### src/rtl/lnc_pkg.sv
// Shared types and constants for the LFSR noise voice.
`default_nettype none

package lnc_pkg;

   // Request operation codes
   typedef enum logic [1:0] {
      OP_TICK  = 2'd0,
      OP_READ  = 2'd1,
      OP_WRITE = 2'd2
   } opcode_type;

   // Register selects
   typedef enum logic [1:0] {
      REG_LENGTH   = 2'd0,
      REG_ENVELOPE = 2'd1,
      REG_NOISE    = 2'd2,
      REG_CONTROL  = 2'd3
   } reg_sel_type;

   localparam int LNC_NOISE_TICK_DIV = 4;

   localparam logic [14:0] LFSR_SEED     = 15'h7fff;
   localparam logic [7:0]  CTRL_READ_OR  = 8'hbf;
   localparam logic [7:0]  LENGTH_READ   = 8'hff;
   localparam logic [6:0]  LENGTH_FULL   = 7'd64;
   localparam logic [2:0]  ENV_CLK_STEP  = 3'd7;

   // One request as held in the input register
   typedef struct packed {
      logic [1:0] opcode;
      logic [1:0] reg_select;
      logic [7:0] write_data;
      logic       frame_edge;
   } req_type;

   // One response
   typedef struct packed {
      logic [7:0] read_data;
      logic [3:0] sample;
      logic       channel_active;
   } rsp_type;

endpackage

`default_nettype wire

### src/rtl/lnc_voice.sv
// Voice state and per-request update: sequencer, length, envelope, LFSR.
`default_nettype none

module lnc_voice
   import lnc_pkg::*;
#(
   parameter int NOISE_TICK_DIV = LNC_NOISE_TICK_DIV
) (
   input  wire logic    clock,
   input  wire logic    reset,
   input  wire logic    step_en,
   input  wire req_type req,
   output rsp_type      rsp
);

   localparam int PHASE_W = (NOISE_TICK_DIV > 1) ? $clog2(NOISE_TICK_DIV) : 1;
   localparam logic [PHASE_W:0] PHASE_DIV = (PHASE_W + 1)'(NOISE_TICK_DIV);

   logic [2:0]         seq_ff,      seq_in;
   logic [7:0]         env_set_ff,  env_set_in;
   logic [7:0]         noise_set_ff, noise_set_in;
   logic [7:0]         ctrl_ff,     ctrl_in;
   logic               trig_ff,     trig_in;
   logic               len_on_ff,   len_on_in;
   logic [6:0]         len_ff,      len_in;
   logic               voice_ff,    voice_in;
   logic [3:0]         vol_ff,      vol_in;
   logic [2:0]         env_per_ff,  env_per_in;
   logic [2:0]         env_cd_ff,   env_cd_in;
   logic               env_up_ff,   env_up_in;
   logic [14:0]        sr_ff,       sr_in;
   logic [19:0]        nc_ff,       nc_in;
   logic [PHASE_W-1:0] phase_ff,    phase_in;

   logic        length_clk;
   logic        env_clk;
   logic        noise_clk;
   logic        fb;
   logic [14:0] sr_shift;
   logic [4:0]  shamt;
   logic [19:0] reload;
   logic [7:0]  rd;
   logic [3:0]  smp;

   // Noise timer reload value from the noise clock register
   always_comb begin
      shamt = {1'b0, noise_set_ff[7:4]} + 5'd1;
      if (noise_set_ff[2:0] == 3'd0) begin
         reload = 20'd1 << shamt;
      end else begin
         reload = {17'd0, noise_set_ff[2:0]} << (shamt + 5'd1);
      end
   end

   // Next state and response for the current request
   always_comb begin
      seq_in       = seq_ff;
      env_set_in   = env_set_ff;
      noise_set_in = noise_set_ff;
      ctrl_in      = ctrl_ff;
      trig_in      = trig_ff;
      len_on_in    = len_on_ff;
      len_in       = len_ff;
      voice_in     = voice_ff;
      vol_in       = vol_ff;
      env_per_in   = env_per_ff;
      env_cd_in    = env_cd_ff;
      env_up_in    = env_up_ff;
      sr_in        = sr_ff;
      nc_in        = nc_ff;
      phase_in     = phase_ff;
      length_clk   = 1'b0;
      env_clk      = 1'b0;
      noise_clk    = 1'b0;
      fb           = 1'b0;
      sr_shift     = sr_ff;
      rd           = 8'd0;
      smp          = 4'd0;

      case (opcode_type'(req.opcode))
         OP_TICK: begin
            // frame sequencer
            if (req.frame_edge) begin
               seq_in     = seq_ff + 3'd1;
               length_clk = ~seq_in[0];
               env_clk    = (seq_in == ENV_CLK_STEP);
            end
            // tick divider for the noise timer
            if (({1'b0, phase_ff} + 1'b1) >= PHASE_DIV) begin
               phase_in = '0;
            end else begin
               phase_in = phase_ff + 1'b1;
            end
            noise_clk = (phase_in == '0);

            if (env_set_ff[7:3] == 5'd0) begin
               // DAC off
               voice_in = 1'b0;
            end else begin
               if (trig_ff) begin
                  trig_in    = 1'b0;
                  voice_in   = 1'b1;
                  vol_in     = env_set_ff[7:4];
                  env_per_in = env_set_ff[2:0];
                  env_cd_in  = env_set_ff[2:0];
                  env_up_in  = env_set_ff[3];
                  sr_in      = LFSR_SEED;
                  nc_in      = 20'd0;
               end
               if (length_clk && len_on_ff && len_ff != 7'd0) begin
                  len_in = len_ff - 7'd1;
                  if (len_in == 7'd0) begin
                     voice_in = 1'b0;
                  end
               end
               if (voice_in) begin
                  // volume envelope
                  if (env_per_in != 3'd0 && env_clk) begin
                     env_cd_in = env_cd_in - 3'd1;
                     if (env_cd_in == 3'd0) begin
                        env_cd_in = env_per_in;
                        if (env_up_in) begin
                           if (vol_in != 4'd15) begin
                              vol_in = vol_in + 4'd1;
                           end
                        end else if (vol_in != 4'd0) begin
                           vol_in = vol_in - 4'd1;
                        end
                     end
                  end
                  // noise timer and LFSR
                  if (noise_clk) begin
                     if (nc_in == 20'd0) begin
                        fb       = sr_in[0] ^ sr_in[1];
                        sr_shift = {fb, sr_in[14:1]};
                        if (noise_set_ff[3]) begin
                           sr_shift[6] = fb;
                        end
                        sr_in = sr_shift;
                        nc_in = reload;
                     end else begin
                        nc_in = nc_in - 20'd1;
                     end
                  end
                  smp = sr_in[0] ? vol_in : 4'd0;
               end
            end
         end

         OP_READ: begin
            case (reg_sel_type'(req.reg_select))
               REG_LENGTH:   rd = LENGTH_READ;
               REG_ENVELOPE: rd = env_set_ff;
               REG_NOISE:    rd = noise_set_ff;
               REG_CONTROL:  rd = ctrl_ff | CTRL_READ_OR;
               default:      rd = 8'd0;
            endcase
         end

         OP_WRITE: begin
            case (reg_sel_type'(req.reg_select))
               REG_LENGTH:   len_in       = LENGTH_FULL - {1'b0, req.write_data[5:0]};
               REG_ENVELOPE: env_set_in   = req.write_data;
               REG_NOISE:    noise_set_in = req.write_data;
               REG_CONTROL: begin
                  ctrl_in = req.write_data;
                  // extra length clock when enabling on an even step
                  if (!seq_ff[0] && req.write_data[6] && !len_on_ff && len_ff != 7'd0) begin
                     len_in = len_ff - 7'd1;
                     if (len_in == 7'd0) begin
                        voice_in = 1'b0;
                     end
                  end
                  if (req.write_data[7] && len_on_ff && len_in == LENGTH_FULL) begin
                     len_in = LENGTH_FULL - 7'd1;
                  end
                  if (req.write_data[7] && len_in == 7'd0) begin
                     len_in = LENGTH_FULL;
                  end
                  len_on_in = req.write_data[6];
                  trig_in   = req.write_data[7];
               end
               default: begin
                  len_in = len_ff;
               end
            endcase
         end

         default: begin
            rd = 8'd0;
         end
      endcase
   end

   assign rsp.read_data      = rd;
   assign rsp.sample         = smp;
   assign rsp.channel_active = voice_in;

   // State registers
   always_ff @(posedge clock) begin
      if (reset) begin
         seq_ff       <= 3'd7;
         env_set_ff   <= 8'd0;
         noise_set_ff <= 8'd0;
         ctrl_ff      <= 8'd0;
         trig_ff      <= 1'b0;
         len_on_ff    <= 1'b0;
         len_ff       <= 7'd0;
         voice_ff     <= 1'b0;
         vol_ff       <= 4'd0;
         env_per_ff   <= 3'd0;
         env_cd_ff    <= 3'd0;
         env_up_ff    <= 1'b0;
         sr_ff        <= 15'd0;
         nc_ff        <= 20'd0;
         phase_ff     <= '0;
      end else if (step_en) begin
         seq_ff       <= seq_in;
         env_set_ff   <= env_set_in;
         noise_set_ff <= noise_set_in;
         ctrl_ff      <= ctrl_in;
         trig_ff      <= trig_in;
         len_on_ff    <= len_on_in;
         len_ff       <= len_in;
         voice_ff     <= voice_in;
         vol_ff       <= vol_in;
         env_per_ff   <= env_per_in;
         env_cd_ff    <= env_cd_in;
         env_up_ff    <= env_up_in;
         sr_ff        <= sr_in;
         nc_ff        <= nc_in;
         phase_ff     <= phase_in;
      end
   end

endmodule

`default_nettype wire

### src/rtl/lfsr_noise_channel.sv
// Top level of the LFSR noise voice: input register, voice, response register.
//
//   channel | direction | handshake            | payload
//   req     | in        | req_valid/req_stall  | opcode, reg_select, write_data, frame_edge
//   rsp     | out       | rsp_valid/rsp_stall  | read_data, sample, channel_active
//
// One request per cycle sustained while rsp_stall is low; each request passes the input
// register, then the response register, and its response is set by the single combinational
// update of the voice state between the two.
// Reset is synchronous and active high; it empties both registers and loads the
// voice state. A stalled response holds the response register; the input
// register can still take one request while it is empty, after which req_stall rises.
`default_nettype none

module lfsr_noise_channel
   import lnc_pkg::*;
#(
   parameter int NOISE_TICK_DIV = LNC_NOISE_TICK_DIV
) (
   input  wire logic       clock,
   input  wire logic       reset,
   input  wire logic       req_valid,
   output logic            req_stall,
   input  wire logic [1:0] req_opcode,
   input  wire logic [1:0] req_reg_select,
   input  wire logic [7:0] req_write_data,
   input  wire logic       req_frame_edge,
   output logic            rsp_valid,
   input  wire logic       rsp_stall,
   output logic [7:0]      rsp_read_data,
   output logic [3:0]      rsp_sample,
   output logic            rsp_channel_active
);

   logic    in_vld_ff,  in_vld_in;
   req_type in_req_ff;
   logic    rsp_vld_ff, rsp_vld_in;
   rsp_type rsp_ff;
   rsp_type voice_rsp;
   logic    req_take;
   logic    advance;

   // Handshake control
   assign advance   = in_vld_ff && (!rsp_vld_ff || !rsp_stall);
   assign req_stall = in_vld_ff && !advance;
   assign req_take  = req_valid && !req_stall;

   always_comb begin
      if (req_take) begin
         in_vld_in = 1'b1;
      end else if (advance) begin
         in_vld_in = 1'b0;
      end else begin
         in_vld_in = in_vld_ff;
      end
      if (advance) begin
         rsp_vld_in = 1'b1;
      end else if (!rsp_stall) begin
         rsp_vld_in = 1'b0;
      end else begin
         rsp_vld_in = rsp_vld_ff;
      end
   end

   always_ff @(posedge clock) begin
      if (reset) begin
         in_vld_ff  <= 1'b0;
         rsp_vld_ff <= 1'b0;
      end else begin
         in_vld_ff  <= in_vld_in;
         rsp_vld_ff <= rsp_vld_in;
      end
   end

   // Payload registers
   always_ff @(posedge clock) begin
      if (req_take) begin
         in_req_ff.opcode     <= req_opcode;
         in_req_ff.reg_select <= req_reg_select;
         in_req_ff.write_data <= req_write_data;
         in_req_ff.frame_edge <= req_frame_edge;
      end
      if (advance) begin
         rsp_ff <= voice_rsp;
      end
   end

   lnc_voice #(
      .NOISE_TICK_DIV (NOISE_TICK_DIV)
   ) u_voice (
      .clock   (clock),
      .reset   (reset),
      .step_en (advance),
      .req     (in_req_ff),
      .rsp     (voice_rsp)
   );

   assign rsp_valid          = rsp_vld_ff;
   assign rsp_read_data      = rsp_ff.read_data;
   assign rsp_sample         = rsp_ff.sample;
   assign rsp_channel_active = rsp_ff.channel_active;

endmodule

`default_nettype wire

### config.mk
export PLATFORM = sky130hd
export DESIGN_NAME = lfsr_noise_channel
export DESIGN_NICKNAME = d
export VERILOG_FILES = /design/src/rtl/lnc_pkg.sv /design/src/rtl/lnc_voice.sv /design/src/rtl/lfsr_noise_channel.sv
export SDC_FILE = /design/constraint.sdc
export NUM_CORES = 1
export LEC_CHECK = 0
export BUFFER_PORTS_ARGS = -buffer_cell sky130_fd_sc_hd__buf_2
export CAP_MARGIN = 20
export CORE_MARGIN = 8
export CORE_UTILIZATION = 40
export DETAILED_ROUTE_END_ITERATION = 10
export GPL_TIMING_DRIVEN = 0
export PLACE_DENSITY = 0.63
export SYNTH_ARGS = -nofsm -noshare
export SYNTH_HDL_FRONTEND = slang
export SYNTH_SLANG_ARGS = --single-unit
### constraint.sdc
create_clock -name clock -period 5.83 [get_ports clock]
set_input_delay 0.583 -clock clock [delete_from_list [all_inputs] [get_ports clock]]
set_output_delay 0.583 -clock clock [all_outputs]
set_load 0.01 [all_outputs]
==> qor.txt <==
run status: finished, final reports clean
simple-gate portion of the synthesized area: 19.7%
register bit total from synthesis: 105
Clock Skew: 13.6 ps
Vert. Die Dim: 145 um
Achievable Freq: 260 MHz
multiplexer share of the synthesized area: 5.46%
maximum vdd ir drop: 0.164 mV
proportion of power drawn by combinational gates: 7.3%
maximum root-to-sink buffer count: 2
Cell Int Power: 1140 uW
placed wire-length estimate after detailed placement: 14600 um
leakage dissipation: 0.00272 uW
worst slew margin relative to its limit: 37.2%
Net Sw Frac: 25.1%
Syn Area/Cell: 8.35 um2
most frequent CP cell: buf_1
proportion of power drawn by the clock network: 42.0%
adder-cell share of the synthesized area: 3.76%
post-synthesis instance area: 6650 um2
Synth Area in Compound Gates: 27.6%
nets in the synthesized netlist: 834
transition at the pin with the smallest max-transition slack: 942 ps
number of standard-cell rows in the floorplan: 47
WP data required: 6040 ps
post-route clock period utilization: 66.0%
depth of the most critical reg-to-reg path: 11
root buf cell: clkbuf_16
# clock sinks: 105
total grt overflow: 0
Reg-to-Reg Start: u_voice.trig_ff
Clock Latency Late Sink: 360 ps
minimum period implied by the final worst setup slack: 3850 ps
post-CTS resize count: 0
critical path fanouts, max: 10
layout cell share with drive strength beyond 1: 10.8%
total routing resource utilization after global routing: 18.6%
kind of start point of the critical path: flip-flop
Data arrival, critical path: 4060 ps
fraction of synthesized cell area in xor and xnor cells: 3.03%
power share of the sequential group: 50.7%
total power density per cell area: 206 nW/um2
dominant combinational cell family by area after synthesis: compound AO/OA/AOI/OAI gates
number of iterations in the first detailed-routing pass: 5
switching power summed over all nets: 382 uW
initial cell density of the core: 40.5%
nets@finish: 876
count of endpoints failing hold in the final timing report: 0
number of enable flip-flop cells after synthesis: 26
hold wc startpoint: req_opcode[1]
number of buffer cells added on primary ports: 30
main area contributors after synthesis: dfxtp_1, edfxtp_1, nor2_1, a21oi_1, ha_1
post-synth top area share: 23.8%
violation count after the first detailed-route iteration: 779
most instantiated cells after synthesis: nor2_1, dfxtp_1, a21oi_1
via count of the first global-routing pass: 5855
number of antenna violations at the first check in global routing: 0
share of async-settable or async-resettable flops after synthesis: 0%
setup TNS after final layout: 0 ps
unrepaired setup endpoints after global routing: false
critical path, cell by cell: buf_2, buf_1, clkinv_1, clkbuf_1, nand2_1, ha_1, o211a_1, buf_1, o311ai_0, nand3_1, a21oi_1
worst-case hold path end point: in_req_ff[12]
clock edge transition at the registers on the reported setup and hold paths: 70 ps
I/O pin cnt: 32
routability-driven placement congestion ratio: 0.925
number of DRC violations after detailed routing: 0
Critical Path Sink Type: flip-flop
TritonCTS clock tree: yes
vias post-DR: 6452
depth of the CTS H-tree: 3
Die Wd: 145 um
full die area: 21000 um2
final antenna-violating net count: 0
buffer count from post-CTS setup fixing: 0
number of clock buffers inserted by TritonCTS: 9
count of maximum capacitance violations: 0
Hold/Removal Path Class: in2reg
Synth-to-Final Area Change: 11.1%
sum of routed wire length over all layers: 20200 um
Warnings, synthesis: 0
Synth Instances: 797
DR vias/cell: 6.06
distinct cell type count of the synthesized netlist: 81
most repeated cell in the gate-level netlist after synthesis: nor2_1
wire length of the first global-routing pass: 32200 um
predominant post-synthesis flop cell: dfxtp_1
slowest CP cell: buf_1
number of buffers added to fix hold violations after cts: 0
register-to-register setup slack: 1980 ps
area of the placeable core: 16400 um2
wire per inst: 19.0 um
number of setup violations in the final report: 0
ant diodes: 0
maximum number of pins on one net before global-route repair: 20
total power draw: 1520 uW
number of instances on the worst hold path: 1
Slew Viols, Final: 0
part of the Yosys area used for sequential elements: 35.5%
endpoint of the lowest-slack register-to-register path: u_voice.nc_ff[7]
delay of the slowest cell on the worst path: 540 ps
startpoint-to-endpoint class of the critical path: reg2reg
cell accounting for the most synthesized area: dfxtp_1
-- metrics by stage --
step	area [um2]	worst slack [ps]	hold slack (ps)	cells	utilization, %
after floorplan	6650	2940	431	797	-
after global routing	7390	1800	382	1064	45.0
final	7390	1980	394	1064	45.0
after detailed placement	7080	2120	446	1047	43.1
after global placement	7080	2100	437	1047	43.1
after CTS	7380	2090	385	1063	45.0
-- cells in the final DEF, fill, tap and decap left out, types with 5 or more instances in the layout --
cell type	netlist	final
nor2_1	94	94
dfxtp_1	79	79
a21oi_1	69	69
nand2_1	64	64
o21ai_0	48	48
buf_2	10	40
clkbuf_1	38	39
nand3_1	27	27
edfxtp_1	26	26
mux2i_1	25	25
nor3_1	23	23
inv_1	22	22
ha_1	20	20
xnor2_1	18	18
o22ai_1	17	17
o31ai_1	11	11
o211ai_1	10	10
mux2_2	10	10
a211oi_1	10	10
nand2b_1	9	9
clkbuf_16	0	9
a31oi_1	8	8
o21a_1	7	7
a221oi_1	7	7
a32oi_1	7	7
a22oi_1	7	7
a22o_1	7	7
and3_1	6	6
nor2b_1	6	6
nor4_1	6	6
a221o_1	6	6
a32o_1	6	6
or3_1	5	5
xor2_1	5	5
-- worst max-delay path, delay by kind of cell, from the launching register on --
kind            cells  cell delay [ps]
buf+inv             5             2070
compound gates      3              790
flops               1              310
simple gates        2              340
fa+ha+maj           1              190
-- power by group through the flow --
| stage | registers (uW) | clock network, uW | logic [uW] |
|---|---|---|---|
| after floorplan | 786 | 0 | 70.3 |
| after global placement | 787 | 0 | 109 |
| after detailed placement | 787 | 0 | 109 |
| after CTS | 771 | 646 | 110 |
| after global routing | 772 | 669 | 121 |
| final | 771 | 638 | 111 |
-- worst max path at each step --
stage / startpoint / endpoint / slack (ps) / cells past startpoint
CTS: u_voice.trig_ff / u_voice.nc_ff[7] / 2090 / 11
finish: u_voice.trig_ff / u_voice.nc_ff[7] / 1980 / 11
floorplan: u_voice.trig_ff / u_voice.vol_ff[1] / 2940 / 11
global placement: u_voice.trig_ff / u_voice.nc_ff[7] / 2100 / 11
global route: u_voice.trig_ff / u_voice.nc_ff[7] / 1800 / 11
detailed placement: u_voice.trig_ff / u_voice.nc_ff[7] / 2120 / 11
-- sequential cells by signal (all words and copies together), names as in the netlist, 2 cells and up --
register and cells:
u_voice.vol_ff 4, u_voice.env_per_ff 3, u_voice.seq_ff 3, u_voice.env_cd_ff 3, u_voice.sr_ff 15, u_voice.len_ff 7
u_voice.phase_ff 2, u_voice.nc_ff 20, u_voice.noise_set_ff 8, rsp_sample 4, in_req_ff 13, u_voice.env_set_ff 8
rsp_read_data 8
-- cell type report --
cell class,count,area [um2]
Timing Repair Buffer,31,158
Sequential cell,105,2360
Inverter,23,86.3
Clock inverter,6,73.8
Clock buffer,10,229
Fill cell,1639,9020
Buffer,56,245
Multi-Input combinational cell,613,3960
Tap cell,220,275
-- layer usage --
metal | up-vias | track usage [%] | routed length, um
li1 | 3058 | - | -
met2 | 298 | 27.8 | 8740
met3 | 44 | 2.92 | 1510
met5 | - | 0 | 0
met1 | 3052 | 26.0 | 9350
met4 | 0 | 7.84 | 564
-- cell families (layout without fill, tap and decap cells) --
logic type | count (synthesis) | in the layout
compound gates | 265 | 265
xor+xnor | 23 | 23
fa+ha+maj | 20 | 20
buf+inv | 79 | 126
flops | 105 | 105
mux | 35 | 35
simple gates | 270 | 270
Note: power is estimated with default switching activity, not from simulation.
